## src/design/round_robin_task_scheduler_macros.svh

```systemverilog
// ----------------------------------------------------------------------------
// Round-robin task scheduler assertion macros
// Shared overlapping-implication and next-cycle assertion forms.
// ----------------------------------------------------------------------------
`ifndef ROUND_ROBIN_TASK_SCHEDULER_MACROS_SVH
`define ROUND_ROBIN_TASK_SCHEDULER_MACROS_SVH

`define RRTS_ASSERT_IMP(label, clk, rstn, ante, cons, msg) \
    label: assert property (@(posedge clk) disable iff (!rstn) (ante) |-> (cons)) \
        else $error(msg);

`define RRTS_ASSERT_NXT(label, clk, rstn, ante, cons, msg) \
    label: assert property (@(posedge clk) disable iff (!rstn) (ante) |=> (cons)) \
        else $error(msg);

`endif

```

## src/design/rrts_pkg.sv

```systemverilog
// ----------------------------------------------------------------------------
// Round-robin task scheduler package
// Transaction payload types, request modes, slot states and register map.
// ----------------------------------------------------------------------------
package rrts_pkg;

    localparam logic [2:0] MODE_MARK   = 3'd0;
    localparam logic [2:0] MODE_SCHED  = 3'd1;
    localparam logic [2:0] MODE_WRITE  = 3'd2;
    localparam logic [2:0] MODE_SETCUR = 3'd3;
    localparam logic [2:0] MODE_TICK   = 3'd4;

    localparam logic [1:0] ST_OTHER   = 2'd0;
    localparam logic [1:0] ST_READY   = 2'd1;
    localparam logic [1:0] ST_RUNNING = 2'd2;
    localparam logic [1:0] ST_DEAD    = 2'd3;

    localparam int         CFG_ADDR_W       = 3;
    localparam logic [0:0] CFG_IDX_SCHED_EN = 1'b0;

    typedef struct packed {
        logic [2:0] mode;
        logic [3:0] slot_index;
        logic [1:0] new_state;
    } in_item_t;

    typedef struct packed {
        logic        switched;
        logic [3:0]  next_slot;
        logic [3:0]  prev_slot;
        logic        reap_prev;
        logic        none_runnable;
        logic        current_valid;
        logic [31:0] tick_count;
    } out_item_t;

endpackage

```

## src/design/rrts_ram.sv

```systemverilog
// ----------------------------------------------------------------------------
// Round-robin task scheduler RAM
// Generic single-write, single-read memory with a registered read port.
// ----------------------------------------------------------------------------
module rrts_ram #(
    parameter int WIDTH = 2,
    parameter int DEPTH = 16
) (
    input  logic                     clk,
    input  logic                     we,
    input  logic [$clog2(DEPTH)-1:0] waddr,
    input  logic [WIDTH-1:0]         wdata,
    input  logic [$clog2(DEPTH)-1:0] raddr,
    output logic [WIDTH-1:0]         rdata
);

    logic [WIDTH-1:0] mem [DEPTH];

    always_ff @(posedge clk) begin
        if (we) begin
            mem[waddr] <= wdata;
        end
        rdata <= mem[raddr];
    end

endmodule

```

## src/design/round_robin_task_scheduler.sv

```systemverilog
// ----------------------------------------------------------------------------
// Round-robin task scheduler
// Results are loaded in S_DONE: after S_MARK or S_APPLY, straight from S_IDLE for a
// skipped schedule search, or after an S_SCAN slot walk; new transactions wait for S_IDLE.
// Synchronous reset clears the slot table, current task, pointer, ticks and enable.
// ----------------------------------------------------------------------------
`include "round_robin_task_scheduler_macros.svh"

module round_robin_task_scheduler #(
    parameter int TASK_SLOTS = 16
) (
    input  logic                                  aclk,
    input  logic                                  aresetn,
    input  logic                                  psel,
    input  logic                                  penable,
    input  logic                                  pwrite,
    input  logic [rrts_pkg::CFG_ADDR_W-1:0]       paddr,
    input  logic [31:0]                           pwdata,
    output logic [31:0]                           prdata,
    output logic                                  pready,
    input  logic                                  s_valid,
    output logic                                  s_ready,
    input  rrts_pkg::in_item_t                    s_data,
    output logic                                  m_valid,
    input  logic                                  m_ready,
    output rrts_pkg::out_item_t                   m_data
);

    import rrts_pkg::*;

    localparam int SLOT_W = $clog2(TASK_SLOTS);
    localparam int WIDE_W = (SLOT_W > 4) ? SLOT_W : 4;
    localparam int CMP_W  = WIDE_W + 1;

    typedef enum logic [6:0] {
        S_IDLE   = 7'b0000001,
        S_MARK   = 7'b0000010,
        S_APPLY  = 7'b0000100,
        S_SCAN   = 7'b0001000,
        S_WRPREV = 7'b0010000,
        S_WRNEXT = 7'b0100000,
        S_DONE   = 7'b1000000
    } state_t;

    state_t                state_reg, state_next;
    in_item_t              item_reg, item_next;
    logic [SLOT_W-1:0]     cur_reg, cur_next;
    logic                  cur_set_reg, cur_set_next;
    logic [SLOT_W-1:0]     ptr_reg, ptr_next;
    logic [31:0]           ticks_reg, ticks_next;
    logic                  en_reg, en_next;
    logic [SLOT_W-1:0]     prev_reg, prev_next;
    logic                  sw_reg, sw_next;
    logic                  reap_reg, reap_next;
    logic                  none_reg, none_next;
    logic [SLOT_W-1:0]     scan_addr_reg, scan_addr_next;
    logic [SLOT_W-1:0]     chk_addr_reg, chk_addr_next;
    logic                  chk_vld_reg, chk_vld_next;
    logic [SLOT_W-1:0]     cnt_reg, cnt_next;
    logic [1:0]            cur_st_reg, cur_st_next;
    logic [SLOT_W-1:0]     next_reg, next_next;
    logic [TASK_SLOTS-1:0] valid_reg, valid_next;
    logic                  rd_vld_reg, rd_vld_next;
    logic                  m_valid_reg, m_valid_next;
    out_item_t             m_data_reg, m_data_next;

    logic                  ram_we;
    logic [SLOT_W-1:0]     ram_waddr;
    logic [1:0]            ram_wdata;
    logic [SLOT_W-1:0]     ram_raddr;
    logic [1:0]            ram_rdata;
    logic [1:0]            st_rd;

    logic [WIDE_W-1:0]     s_idx_wide;
    logic [WIDE_W-1:0]     item_idx_wide;
    logic [SLOT_W-1:0]     item_slot;
    logic                  item_in_range;
    logic [WIDE_W-1:0]     cur_wide;
    logic [WIDE_W-1:0]     prev_wide;
    logic                  cfg_wr;

    function automatic logic [SLOT_W-1:0] slot_inc(input logic [SLOT_W-1:0] a);
        return (a == SLOT_W'(TASK_SLOTS - 1)) ? '0 : SLOT_W'(a + 1'b1);
    endfunction

    rrts_ram #(
        .WIDTH(2),
        .DEPTH(TASK_SLOTS)
    ) u_state_ram (
        .clk  (aclk),
        .we   (ram_we),
        .waddr(ram_waddr),
        .wdata(ram_wdata),
        .raddr(ram_raddr),
        .rdata(ram_rdata)
    );

    assign st_rd         = rd_vld_reg ? ram_rdata : ST_OTHER;
    assign s_idx_wide    = WIDE_W'(s_data.slot_index);
    assign item_idx_wide = WIDE_W'(item_reg.slot_index);
    assign item_slot     = item_idx_wide[SLOT_W-1:0];
    assign item_in_range = CMP_W'(item_reg.slot_index) < CMP_W'(TASK_SLOTS);
    assign cur_wide      = WIDE_W'(cur_reg);
    assign prev_wide     = WIDE_W'(prev_reg);

    assign cfg_wr  = psel && penable && pwrite && pready;
    assign pready  = 1'b1;
    assign prdata  = (paddr[CFG_ADDR_W-1:2] == CFG_IDX_SCHED_EN) ? {31'd0, en_reg} : 32'd0;
    assign s_ready = (state_reg == S_IDLE);
    assign m_valid = m_valid_reg;
    assign m_data  = m_data_reg;

    always_comb begin
        state_next     = state_reg;
        item_next      = item_reg;
        cur_next       = cur_reg;
        cur_set_next   = cur_set_reg;
        ptr_next       = ptr_reg;
        ticks_next     = ticks_reg;
        en_next        = en_reg;
        prev_next      = prev_reg;
        sw_next        = sw_reg;
        reap_next      = reap_reg;
        none_next      = none_reg;
        scan_addr_next = scan_addr_reg;
        chk_addr_next  = chk_addr_reg;
        chk_vld_next   = chk_vld_reg;
        cnt_next       = cnt_reg;
        cur_st_next    = cur_st_reg;
        next_next      = next_reg;
        valid_next     = valid_reg;
        m_valid_next   = m_valid_reg && !m_ready;
        m_data_next    = m_data_reg;
        ram_we         = 1'b0;
        ram_waddr      = cur_reg;
        ram_wdata      = ST_OTHER;
        ram_raddr      = cur_reg;

        if (cfg_wr && (paddr[CFG_ADDR_W-1:2] == CFG_IDX_SCHED_EN)) begin
            en_next = pwdata[0];
        end

        unique case (state_reg)
            S_IDLE: begin
                if (s_valid) begin
                    item_next = s_data;
                    prev_next = cur_reg;
                    sw_next   = 1'b0;
                    reap_next = 1'b0;
                    none_next = 1'b0;
                    unique case (s_data.mode)
                        MODE_MARK: begin
                            ram_raddr  = s_idx_wide[SLOT_W-1:0];
                            state_next = S_MARK;
                        end
                        MODE_SCHED: begin
                            if (en_reg && cur_set_reg) begin
                                ram_raddr      = cur_reg;
                                scan_addr_next = slot_inc(ptr_reg);
                                chk_vld_next   = 1'b0;
                                cnt_next       = '0;
                                state_next     = S_SCAN;
                            end else begin
                                state_next = S_DONE;
                            end
                        end
                        default: begin
                            state_next = S_APPLY;
                        end
                    endcase
                end
            end
            S_MARK: begin
                if (item_in_range && (st_rd != ST_RUNNING)) begin
                    ram_we    = 1'b1;
                    ram_waddr = item_slot;
                    ram_wdata = ST_READY;
                end
                state_next = S_DONE;
            end
            S_APPLY: begin
                unique case (item_reg.mode)
                    MODE_WRITE: begin
                        if (item_in_range) begin
                            ram_we    = 1'b1;
                            ram_waddr = item_slot;
                            ram_wdata = item_reg.new_state;
                        end
                    end
                    MODE_SETCUR: begin
                        if (item_in_range) begin
                            cur_next     = item_slot;
                            cur_set_next = 1'b1;
                        end
                    end
                    MODE_TICK: begin
                        ticks_next = ticks_reg + 32'd1;
                    end
                    default: begin
                    end
                endcase
                state_next = S_DONE;
            end
            S_SCAN: begin
                ram_raddr      = scan_addr_reg;
                scan_addr_next = slot_inc(scan_addr_reg);
                chk_addr_next  = scan_addr_reg;
                chk_vld_next   = 1'b1;
                if (!chk_vld_reg) begin
                    cur_st_next = st_rd;
                end else if (st_rd == ST_READY) begin
                    ptr_next   = chk_addr_reg;
                    next_next  = chk_addr_reg;
                    state_next = (chk_addr_reg != cur_reg) ? S_WRPREV : S_DONE;
                end else if (cnt_reg == SLOT_W'(TASK_SLOTS - 1)) begin
                    if (!((cur_st_reg == ST_RUNNING) || (cur_st_reg == ST_READY))) begin
                        none_next = 1'b1;
                    end
                    state_next = S_DONE;
                end else begin
                    cnt_next = SLOT_W'(cnt_reg + 1'b1);
                end
            end
            S_WRPREV: begin
                if (cur_st_reg == ST_RUNNING) begin
                    ram_we    = 1'b1;
                    ram_waddr = cur_reg;
                    ram_wdata = ST_READY;
                end
                sw_next    = 1'b1;
                reap_next  = (cur_st_reg == ST_DEAD);
                state_next = S_WRNEXT;
            end
            S_WRNEXT: begin
                ram_we     = 1'b1;
                ram_waddr  = next_reg;
                ram_wdata  = ST_RUNNING;
                cur_next   = next_reg;
                state_next = S_DONE;
            end
            S_DONE: begin
                if (!m_valid_reg || m_ready) begin
                    m_valid_next              = 1'b1;
                    m_data_next.switched      = sw_reg;
                    m_data_next.next_slot     = cur_wide[3:0];
                    m_data_next.prev_slot     = prev_wide[3:0];
                    m_data_next.reap_prev     = reap_reg;
                    m_data_next.none_runnable = none_reg;
                    m_data_next.current_valid = cur_set_reg;
                    m_data_next.tick_count    = ticks_reg;
                    state_next                = S_IDLE;
                end
            end
            default: begin
                state_next = S_IDLE;
            end
        endcase

        if (ram_we) begin
            valid_next[ram_waddr] = 1'b1;
        end
        rd_vld_next = valid_reg[ram_raddr];
    end

    always_ff @(posedge aclk) begin
        if (!aresetn) begin
            state_reg   <= S_IDLE;
            cur_reg     <= '0;
            cur_set_reg <= 1'b0;
            ptr_reg     <= '0;
            ticks_reg   <= '0;
            en_reg      <= 1'b0;
            valid_reg   <= '0;
            rd_vld_reg  <= 1'b0;
            chk_vld_reg <= 1'b0;
            cnt_reg     <= '0;
            m_valid_reg <= 1'b0;
        end else begin
            state_reg   <= state_next;
            cur_reg     <= cur_next;
            cur_set_reg <= cur_set_next;
            ptr_reg     <= ptr_next;
            ticks_reg   <= ticks_next;
            en_reg      <= en_next;
            valid_reg   <= valid_next;
            rd_vld_reg  <= rd_vld_next;
            chk_vld_reg <= chk_vld_next;
            cnt_reg     <= cnt_next;
            m_valid_reg <= m_valid_next;
        end
    end

    always_ff @(posedge aclk) begin
        item_reg      <= item_next;
        prev_reg      <= prev_next;
        sw_reg        <= sw_next;
        reap_reg      <= reap_next;
        none_reg      <= none_next;
        scan_addr_reg <= scan_addr_next;
        chk_addr_reg  <= chk_addr_next;
        cur_st_reg    <= cur_st_next;
        next_reg      <= next_next;
        m_data_reg    <= m_data_next;
    end

    `RRTS_ASSERT_IMP(a_reap_needs_switch, aclk, aresetn, m_valid && m_data.reap_prev, m_data.switched, "reap flagged without a task switch")
    `RRTS_ASSERT_IMP(a_none_no_switch, aclk, aresetn, m_valid && m_data.none_runnable, !m_data.switched, "switch reported with no runnable task")
    `RRTS_ASSERT_IMP(a_switch_changes_slot, aclk, aresetn, m_valid && m_data.switched, m_data.next_slot != m_data.prev_slot, "switch kept the same slot")
    `RRTS_ASSERT_NXT(a_one_at_a_time, aclk, aresetn, s_valid && s_ready, !s_ready, "new transaction accepted while one is in progress")

endmodule

```

## config.mk

```make
export PLATFORM = sky130hd
export DESIGN_NAME = round_robin_task_scheduler
export DESIGN_NICKNAME = d
export VERILOG_FILES = /design/src/design/rrts_pkg.sv /design/src/design/rrts_ram.sv /design/src/design/round_robin_task_scheduler.sv
export VERILOG_INCLUDE_DIRS = /design/src /design/src/design
export SDC_FILE = /design/constraint.sdc
export NUM_CORES = 1
export LEC_CHECK = 0
export ABC_AREA = 1
export BUFFER_PORTS_ARGS = -buffer_cell sky130_fd_sc_hd__clkbuf_2
export CAP_MARGIN = 25
export CELL_PAD_IN_SITES_DETAIL_PLACEMENT = 1
export CELL_PAD_IN_SITES_GLOBAL_PLACEMENT = 1
export CORE_AREA = 2 2 143 159
export DETAILED_ROUTE_END_ITERATION = 8
export DIE_AREA = 0 0 145 161
export HOLD_SLACK_MARGIN = 0.12
export PLACE_DENSITY_LB_ADDON = 0.1
export SLEW_MARGIN = 5
export SYNTH_ARGS = -nofsm -noshare
export SYNTH_HDL_FRONTEND = slang
export SYNTH_HIERARCHICAL = 1
export SYNTH_SLANG_ARGS = --single-unit
```

## constraint.sdc

```tcl
create_clock -name aclk -period 3.38 [get_ports aclk]
set_input_delay 1.014 -clock aclk [delete_from_list [all_inputs] [get_ports aclk]]
set_output_delay 1.014 -clock aclk [all_outputs]
set_load 0.01 [all_outputs]
```

=== Yosys cells after proc, flatten, opt, wreduce, memory -nomap -nowiden ===
Memories as Yosys holds them, arrays and structs flattened. A register that Yosys moved wholly into a read port is not among the register bits.
Cells that the tools add are included.

* Memories: 1
* Input port bits: 51
* RAM bits: 32
* Flip-flop bits (word level): 146
* Logic and storage cells: 158

{| class="wikitable"
|+ Memory list
! name !! depth !! bits a word !! read ports !! clocked after Yosys merged registers in !! write ports !! RTL line !! text
|-
| u_state_ram.mem || 16 || 2 || 1 || 1 || 1 || rrts_ram.sv:17 || <nowiki>logic [WIDTH-1:0] mem [DEPTH];</nowiki>
|}

* Bitwise logic cells: 3
* Mux-type cells: 60
* Reduce and logical (&&, ||, !) cells: 27
* Add/subtract/negate cells: 4
* Equality and inequality tests: 31
* Order comparisons: 3

{| class="wikitable"
|+ Operators by type and width
! kind !! count
|-
| $mux W4 || 16
|-
| $mux W7 || 7
|-
| $pmux W7 S5 || 1
|-
| $add A32 B1 Y32 const B || 1
|-
| $pmux W4 S2 || 4
|-
| $mux W1 || 20
|-
| $ne A2 B2 Y1 const B || 9
|-
| $or A16 B16 Y16 || 1
|-
| $pmux W7 S2 || 1
|-
| $reduce_and A2 Y1 || 7
|-
| $add A4 B1 Y4 const B || 3
|-
| $eq A4 B4 Y1 const B || 3
|-
| $pmux W4 S3 || 1
|-
| $lt A4 B5 Y1 const B || 2
|-
| $pmux W1 S2 || 4
|-
| $pmux W2 S4 || 1
|-
| $reduce_and A4 Y1 || 2
|-
| $eq A7 B1 Y1 const B || 1
|-
| $eq A7 B2 Y1 const B || 1
|-
| $eq A7 B3 Y1 const B || 1
|-
| $eq A7 B4 Y1 const B || 1
|-
| $eq A7 B5 Y1 const B || 1
|-
| $eq A7 B6 Y1 const B || 1
|-
| $eq A7 B7 Y1 const B || 1
|-
| 23 further kinds || 38
|}

=== Longest topological paths before layout ===
Gate-level depths: netlist (run 1).

* Word-level depth: 9
* Gate-level depth with buffers: 18
* Depth with buffers taken out: 17

=== Modules after synthesis ===
Netlist (run 1), hierarchy kept.

{| class="wikitable"
|+ Modules (own cells, without submodules)
! module !! area each (um2) !! seq. area each (um2) !! cells an instance !! times used
|-
| round_robin_task_scheduler || 6,869.1 || 3,663.5 || 778 || 1
|-
| rrts_ram || 1,531.5 || 1,001.0 || 159 || 1
|}

=== Worst setup path before layout (run 1) ===
Ideal clock, no wire load.

* Kind: input port to flip-flop
* Start: input m_ready
* End: register m_data_reg, in the netlist m_data[0] (enable)
* Slack: 22 ps
* Path buffers: 0
* Library setup time: 446 ps
* Data required time: 2,934 ps
* Data arrival time: 2,913 ps
* Stages on the path: 2
* Cell sequence: nor2_1 -> nor2_1

* Longest elaborated chain between the ends: 2

{| class="wikitable"
|+ Ends and longest elaborated chain
! item !! RTL line !! text
|-
| from (decl) || round_robin_task_scheduler.sv:25 || <nowiki>input logic m_ready,</nowiki>
|-
| $logic_or A1 B1 Y1 || round_robin_task_scheduler.sv:242 || <nowiki>if (!m_valid_reg || m_ready) begin</nowiki>
|-
| $reduce_and A2 Y1 (no line) || - ||
|-
| to (signal assigned) || round_robin_task_scheduler.sv:303 || <nowiki>m_data_reg <= m_data_next;</nowiki>
|-
| to (decl) || round_robin_task_scheduler.sv:65 || <nowiki>out_item_t m_data_reg, m_data_next;</nowiki>
|}

No other way between the ends.
A chain may end at the register's enable or synchronous reset.

=== Final worst setup path (run 1) ===
* Start: input s_data[7] (netlist name)
* End: register u_state_ram.rdata[0], read port of u_state_ram.mem

* Longest elaborated chain between the ends: 4

{| class="wikitable"
|+ Ends and longest elaborated chain
! item !! RTL line !! text
|-
| from (decl) || round_robin_task_scheduler.sv:23 || <nowiki>input rrts_pkg::in_item_t s_data,</nowiki>
|-
| $logic_not A3 Y1 || round_robin_task_scheduler.sv:151 || <nowiki>unique case (s_data.mode)</nowiki>
|-
| $mux W4 || - ||
|-
| $mux W4 || round_robin_task_scheduler.sv:145 || <nowiki>if (s_valid) begin</nowiki>
|-
| $pmux W4 S2 || round_robin_task_scheduler.sv:143 || <nowiki>unique case (state_reg)</nowiki>
|-
| via ram_raddr[0] || round_robin_task_scheduler.sv:70 || <nowiki>logic [SLOT_W-1:0] ram_raddr;</nowiki>
|-
| to (decl) || rrts_ram.sv:14 || <nowiki>output logic [WIDTH-1:0] rdata</nowiki>
|}

The timed path passes the listed nets, and every way through them passes these cells.

==> out/results.txt, run 1 <==
Largest family of logic cells by synthesized area: simple AND/OR/NAND/NOR gates
Placed Area: 0.00898 mm2
Largest net degree at the start of global routing: 43
YS warnings: 6
Die W: 145 um
Crit path top cell by count: nand2_1
Mux cell area share after synthesis: 0
# diodes: 0
CP max-delay cell: nand3_1
WP depth: 16
CP required: 3.70 ns
Hold depth: 0
DR pass1 iterations: 5
Final HPWL DP: 15700 um
Internal power: 3840 uW
Worst vdd ir: 336 uV
Max FFs per register: 44
Grt ovf: 0
Number of I/O port buffers: 64
Async set-reset flop share out of synthesis: 0
Arr. time, crit path: 2.89 ns
Worst path bufs/invs: 4
Dominant cells by area after synthesis: edfxtp_1 (38%), dfxtp_1 (18%), nand2_1 (8.5%), inv_1 (5.3%), nand3_1 (4.9%)
Clk root buf: clkbuf_16
Worst-path clk slew: 0.07 ns
Total wire length: 21500 um
Tmin final: 2.56 ns
Vias per cell: 4.81
Core area: 0.0218 mm2
Area leader, netlist: edfxtp_1
Startpoint Class: input port
Die area: 0.0233 mm2
Top-level port count: 130
FP Rows: 57
Slowest stage delay, CP: 0.29 ns
Layout Skew: 0.00884 ns
Placer Congestion: 0.830
Crit Path Max Fanout: 17
Adder-cell share of the synthesized area: 0.00894
EDFF count, synth: 106
Mean post-synth cell area: 8.97 um2
Final Non-Filler Cells: 1322
Final Hold Slack: 0.422 ns
Synth cell types: 51
Largest delay contributor family on the critical path: simple AND/OR/NAND/NOR gates
Simple-Gate Fraction of Synth Area: 0.242
Placed cells: 1290
Final hold violation count: 0
Residual DRC: 0
Routed length per instance: 16.3 um
Slack of the critical path: 0.815 ns
Setup-failing EPs final: 0
HP Class: flop to flop
Die height: 161 um
Slew @ Worst Pin: 0.666 ns
CTS Hold Bufs: 0
Top_reg_cell synth: edfxtp_1
Max Slew Vio Count: 0
FMAX: 0.390 GHz
Logic pwr share: 0.136
Total negative slack: 0 ns
Worst setup EP type: flop
Area Overhead vs Synth: 14.3%
Unrepaired setup endpoints after global routing: false
Register area share after synthesis: 0.555
First-pass GRT wire length: 34900 um
Syn Inst Count: 937
Filler instances: 2603
# Post-CTS Setup Buffers: 0
Status: finished clean
# resized after CTS: 0
Clk buf depth: 2
Nets: 1071
Psw: 1440 uW
Final ANT Viol Nets: 0
H-tree depth: 4
GRT Overall Usage: 0.191
CTS tree: built
Vias in the first global route: 6509
Reg power frac: 0.460
Worst slew margin: 0.553
Worst setup path category: input port to flop
Fin area: 0.00960 mm2
Initial Utilization: 0.386
Place WS: 0.337 ns
Reg2Reg Depth: 13
Leak: 0.00381 uW
Yosys top cell area share: 0.379
XOR/XNOR share of the synthesized area: 0.0219
Clock power frac: 0.404
Compound-cell area share of the yosys netlist: 0.0707
Sink Count: 180
Ratio of cells with drive above 1 in the final layout: 0.157
Num CTS Buffers: 17
Synthesized area: 0.00840 mm2
Max Cap Viol: 0
Initial antenna violation count: 0
Critical-path cell list: clkbuf_2 > nor2_1 > nand3_1 > nand2_1 > nand3_1 > nand3_2 > nand2_2 > inv_1 > buf_4 > inv_4 > nand2_1 > nand2_1 > nand2_1 > nand3_1 > nand3_1 > nand2_1
PwrDens: 551 mW/mm2
Switching share of power: 0.273
Final period util: 0.759
Synthesis-stage register bit count: 180
Clock Latency Late Sink: 0.44 ns
Initial DRC count: 254
Total number of vias: 6361
metrics by stage:
| step | utilization | power, uW |
|---|---|---|
| 2_1_floorplan | - | 3000 |
| 5_1_grt | 0.442 | 5530 |
| 3_5_place_dp | 0.413 | 3210 |
| 6_report | 0.442 | 5290 |
| 4_1_cts | 0.442 | 5350 |
| 3_3_place_gp | 0.413 | 3190 |
cells in the final DEF (no fill, tap or decap), types with 3 or more instances in the layout:
cell type and instances:
conb_1 32, nand3b_1 3, a21oi_1 55, o21ai_1 4, o211ai_1 4, a221oi_1 5
dfxtp_1 74, inv_4 4, nor2_4 4, nand2_1 190, inv_6 3, nand2_2 6
inv_2 12, clkbuf_2 64, ha_1 6, nand3_2 3, bufinv_16 4, inv_1 119
clkinv_2 3, xor2_1 14, buf_4 12, nor4_1 6, edfxtp_1 106, nand2_4 3
clkbuf_16 17, nand4_1 10, nor2_1 77, o21ai_0 26, nor2_2 11, nor3_1 30
nand3_1 82, nand4_2 4, xnor2_1 7
per-layer routing:
metal  global-route usage  share of wire  routed length (um)
met4               0.0432         0.0093                 199
met1                0.266           0.49               10600
met2                0.311           0.47                9990
met3               0.0347          0.032                 690
met5                    0              0                   0
power groups by stage:
stage	combinational, uW	clock [uW]	sequential [uW]
after floorplan	539	0	2460
after global placement	716	0	2480
after detailed placement	725	0	2480
after CTS	729	2190	2430
after global routing	822	2270	2440
final	718	2140	2430
Yosys cell counts (2+ instances only):
library cell  count
nor3_1           30
nand2_1         190
buf_4            33
nor4_1            6
clkinv_1          2
buf_6             2
ha_1              6
o21ai_1           4
nand2_4           3
edfxtp_1        106
nor2_2           11
o22ai_1           2
inv_4             3
nor2_4            3
nand3_1          82
dfxtp_1          74
conb_1            2
o211ai_1          4
a21oi_1          55
nand3_2           3
nor2_1           78
xor2_1           14
clkbuf_1          9
or2_2             2
nand3b_1          3
xnor2_1           7
nand4_2           4
inv_1           119
a31oi_1           2
nand4_1          10
nand2_2           6
buf_2             3
o21ai_0          26
a221oi_1          5
inv_2            12
cells by family (layout without fill, tap and decap cells):
kind of cell | after synthesis | count (layout)
buffers and inverters | 185 | 245
and+or+nand+nor | 437 | 437
DFF | 180 | 180
xor gates and xnor gates | 21 | 21
adders and majority gates | 6 | 6
AOI/OAI and AO/OA | 106 | 106
other | 2 | 32
area by class of cell:
class	instances	area, um2	share of cell area
clock buffer	18	429	0.0447
tap	295	369	0.0384
inverter	137	523	0.0545
sequential	180	4660	0.486
timing repair buffer	76	410	0.0427
multi-input combinational	602	3010	0.313
clock inverter	14	198	0.0206
worst paths after layout:
check / end / slack (ns) / start
worst max-delay path: u_state_ram/rdata[0]$_DFF_P_ / 0.82 / s_data[7]
worst min-delay path: m_data[35]$_DFFE_PP_ / 0.42 / prev_reg[0]$_DFFE_PP_
worst max register to register: ticks_reg[28]$_SDFFE_PN0P_ / 0.86 / state_reg[4]$_SDFFE_PN0P_
worst min register to register: m_data[35]$_DFFE_PP_ / 0.42 / prev_reg[0]$_DFFE_PP_
No activity file was read; power rests on OpenSTA's default activity.
==> run 2, diff against run 1 <==
--- a/config.mk
+++ b/config.mk
@@ -11,9 +11,9 @@
 export CAP_MARGIN = 25
 export CELL_PAD_IN_SITES_DETAIL_PLACEMENT = 1
 export CELL_PAD_IN_SITES_GLOBAL_PLACEMENT = 1
-export CORE_AREA = 2 2 143 159
+export CORE_AREA = 2 2 137 152
 export DETAILED_ROUTE_END_ITERATION = 8
-export DIE_AREA = 0 0 145 161
+export DIE_AREA = 0 0 139 154
 export HOLD_SLACK_MARGIN = 0.12
 export PLACE_DENSITY_LB_ADDON = 0.1
 export SLEW_MARGIN = 5
==> constraint.sdc (replaced) <==
create_clock -name aclk -period 2.38 [get_ports aclk]
set_input_delay 0.714 -clock aclk [delete_from_list [all_inputs] [get_ports aclk]]
set_output_delay 0.714 -clock aclk [all_outputs]
set_load 0.01 [all_outputs]
==> run 2 against run 1 <==
Clock-buffer cell count up 2. Hold slack worse by 0.0049 ns. Non-clock buffer count up 33. Utilization up 5.3 points. Largest cell class unchanged. Largest power group unchanged.
==> out/results.txt, run 2 (synthesis results as in run 1) <==
Hold worst-path end: m_data[35]$_DFFE_PP_
DR top layer: met4
Number of I/O port buffers: 64
Reg2Reg Depth: 10
Total number of vias: 6611
Most common cell after layout, fill and taps aside: nand2_1
Vias in the first global route: 6844
CP required: 2.51 ns
Die W: 139 um
Top-level port count: 130
Most frequent cells in the layout: nand2_1 (190), inv_1 (118), edfxtp_1 (106), nand3_1 (82), dfxtp_1 (74)
Status: finished clean
CTS tree: built
Slack of the critical path: 0.129 ns
Worst setup EP type: flop
Total negative slack: 0 ns
Die height: 154 um
GRT Overall Usage: 0.206
Initial antenna violation count: 0
Storage element area: 0.00466 mm2
Filler instances: 2374
Max FFs per register: 44
Worst vdd ir: 497 uV
DR pass1 iterations: 4
Initial Utilization: 0.426
Final ANT Viol Nets: 0
Worst min-delay path startpoint: prev_reg[0]$_DFFE_PP_
Placer Congestion: 0.837
Tmin final: 2.25 ns
Total power: 7150 uW
Critical-path cell list: inv_1 > nand2_1 > inv_2 > nand2_1 > nor2_4 > inv_4 > nand3_2 > o211ai_2 > nand3b_1 > nor2_2
Origin of the critical flop-to-flop path: state_reg[1]$_SDFFE_PN0P_
Worst-path clk slew: 0.06 ns
Crit Path Max Fanout: 7
CP Launch Point: state_reg[1]$_SDFFE_PN0P_
Clk buf depth: 2
Clock Latency Late Sink: 0.43 ns
Largest net degree at the start of global routing: 42
Metal2 WL: 10600 um
CTS Hold Bufs: 0
Clk root buf: clkbuf_16
Placed cells: 1278
Leak: 0.00392 uW
Unrepaired setup endpoints after global routing: true
R2r setup slk: 0.13 ns
Max Cap Viol: 0
# diodes: 0
Worst slew margin: 0.586
Ratio of cells with drive above 1 in the final layout: 0.191
Num CTS Buffers: 17
Final HPWL DP: 15800 um
Nets: 1104
First-pass GRT wire length: 35000 um
Total wire length: 21800 um
Final Util: 0.495
Area Overhead vs Synth: 16.2%
Arr. time, crit path: 2.38 ns
FF-to-FF End: u_state_ram/mem[7][1]$_DFFE_PP_
Core area: 0.0197 mm2
Die area: 0.0214 mm2
Setup-failing EPs final: 0
Crit path top cell by count: nand2_1
Initial DRC count: 437
HP Class: flop to flop
Routed length per instance: 16.6 um
Layout Skew: 0.0104 ns
Max Slew Vio Count: 0
H-tree depth: 4
Startpoint Class: flop
DR WL met3: 696 um
Grt ovf: 0
Final hold violation count: 0
Slew @ Worst Pin: 0.613 ns
Vias per cell: 5.04
FMAX: 0.444 GHz
Worst setup path category: flop to flop
Hold depth: 0
CP max-delay cell: o211ai_2
Place WS: -0.211 ns
Area of the multi-input gates: 0.00305 mm2
Slowest stage delay, CP: 0.40 ns
FP Rows: 54
Residual DRC: 0
DRT met1 WL: 10300 um
Final period util: 0.946
Final Non-Filler Cells: 1312
Sink Count: 180
PwrDens: 732 mW/mm2
-- run 2: cell types whose count changed in the layout (fill, tap and decap cells not counted), moves of 2 or more --
cell | before | now
buf_4 | 12 | 42
nor2_1 | 77 | 67
nor2_2 | 11 | 19
bufinv_16 | 4 | 0
buf_12 | 0 | 3
clkinv_4 | 1 | 4
clkbuf_1 | 1 | 3
inv_6 | 3 | 1
nor2_4 | 4 | 6
-- run 2: where the power goes --
part | internal [uW] | total, uW | switching [uW]
registers | 3390 | 3450 | 63.5
clock network | 1330 | 2550 | 1210
logic | 387 | 1150 | 763
-- run 2: per-stage QoR --
stage / instance area [um2] / hold WS [ns]
floorplan: 8520 / 0.400
finish: 9770 / 0.417
CTS: 9720 / 0.420
detailed placement: 9190 / 0.405
global route: 9770 / 0.435
global placement: 9190 / 0.402
-- run 2: layout make-up --
cell class | instances | share of cell area
multi-input cells | 602 | 0.312
flip-flops and latches | 180 | 0.478
clock inverters | 12 | 0.00871
well taps | 252 | 0.0323
repair buffers | 109 | 0.0712
inverters | 137 | 0.0536
clock buffers | 20 | 0.0447
-- run 2: metal layers --
metal | GRT usage | vias to the layer above
met5 | 0 | -
met2 | 0.345 | 115
met4 | 0.0568 | 0
li1 | - | 3256
met3 | 0.0396 | 16
met1 | 0.276 | 3224
-- run 2: how the worst max path moves through the flow --
stage,endpoint,slack (ns)
2_1_floorplan,m_data[0]$_DFFE_PP_,0.02
3_3_place_gp,u_state_ram/rdata[0]$_DFF_P_,-0.20
3_5_place_dp,u_state_ram/rdata[0]$_DFF_P_,-0.21
4_1_cts,u_state_ram/mem[8][1]$_DFFE_PP_,0.08
5_1_grt,u_state_ram/mem[14][0]$_DFFE_PP_,-0.03
6_report,u_state_ram/mem[7][1]$_DFFE_PP_,0.13
-- run 2: worst max-delay path, delay by kind of cell (launching register included) --
family	cells	cell delay, ns
flip-flops	1	0.36
AO/OA/AOI/OAI	1	0.40
AND/OR/NAND/NOR	6	1.02
buffers and inverters	3	0.16
-- run 2: repair_timing --
action,in CTS,in global routing
setup buffers,0,2
endpoints found under the setup margin,0,42
resized for setup,0,13
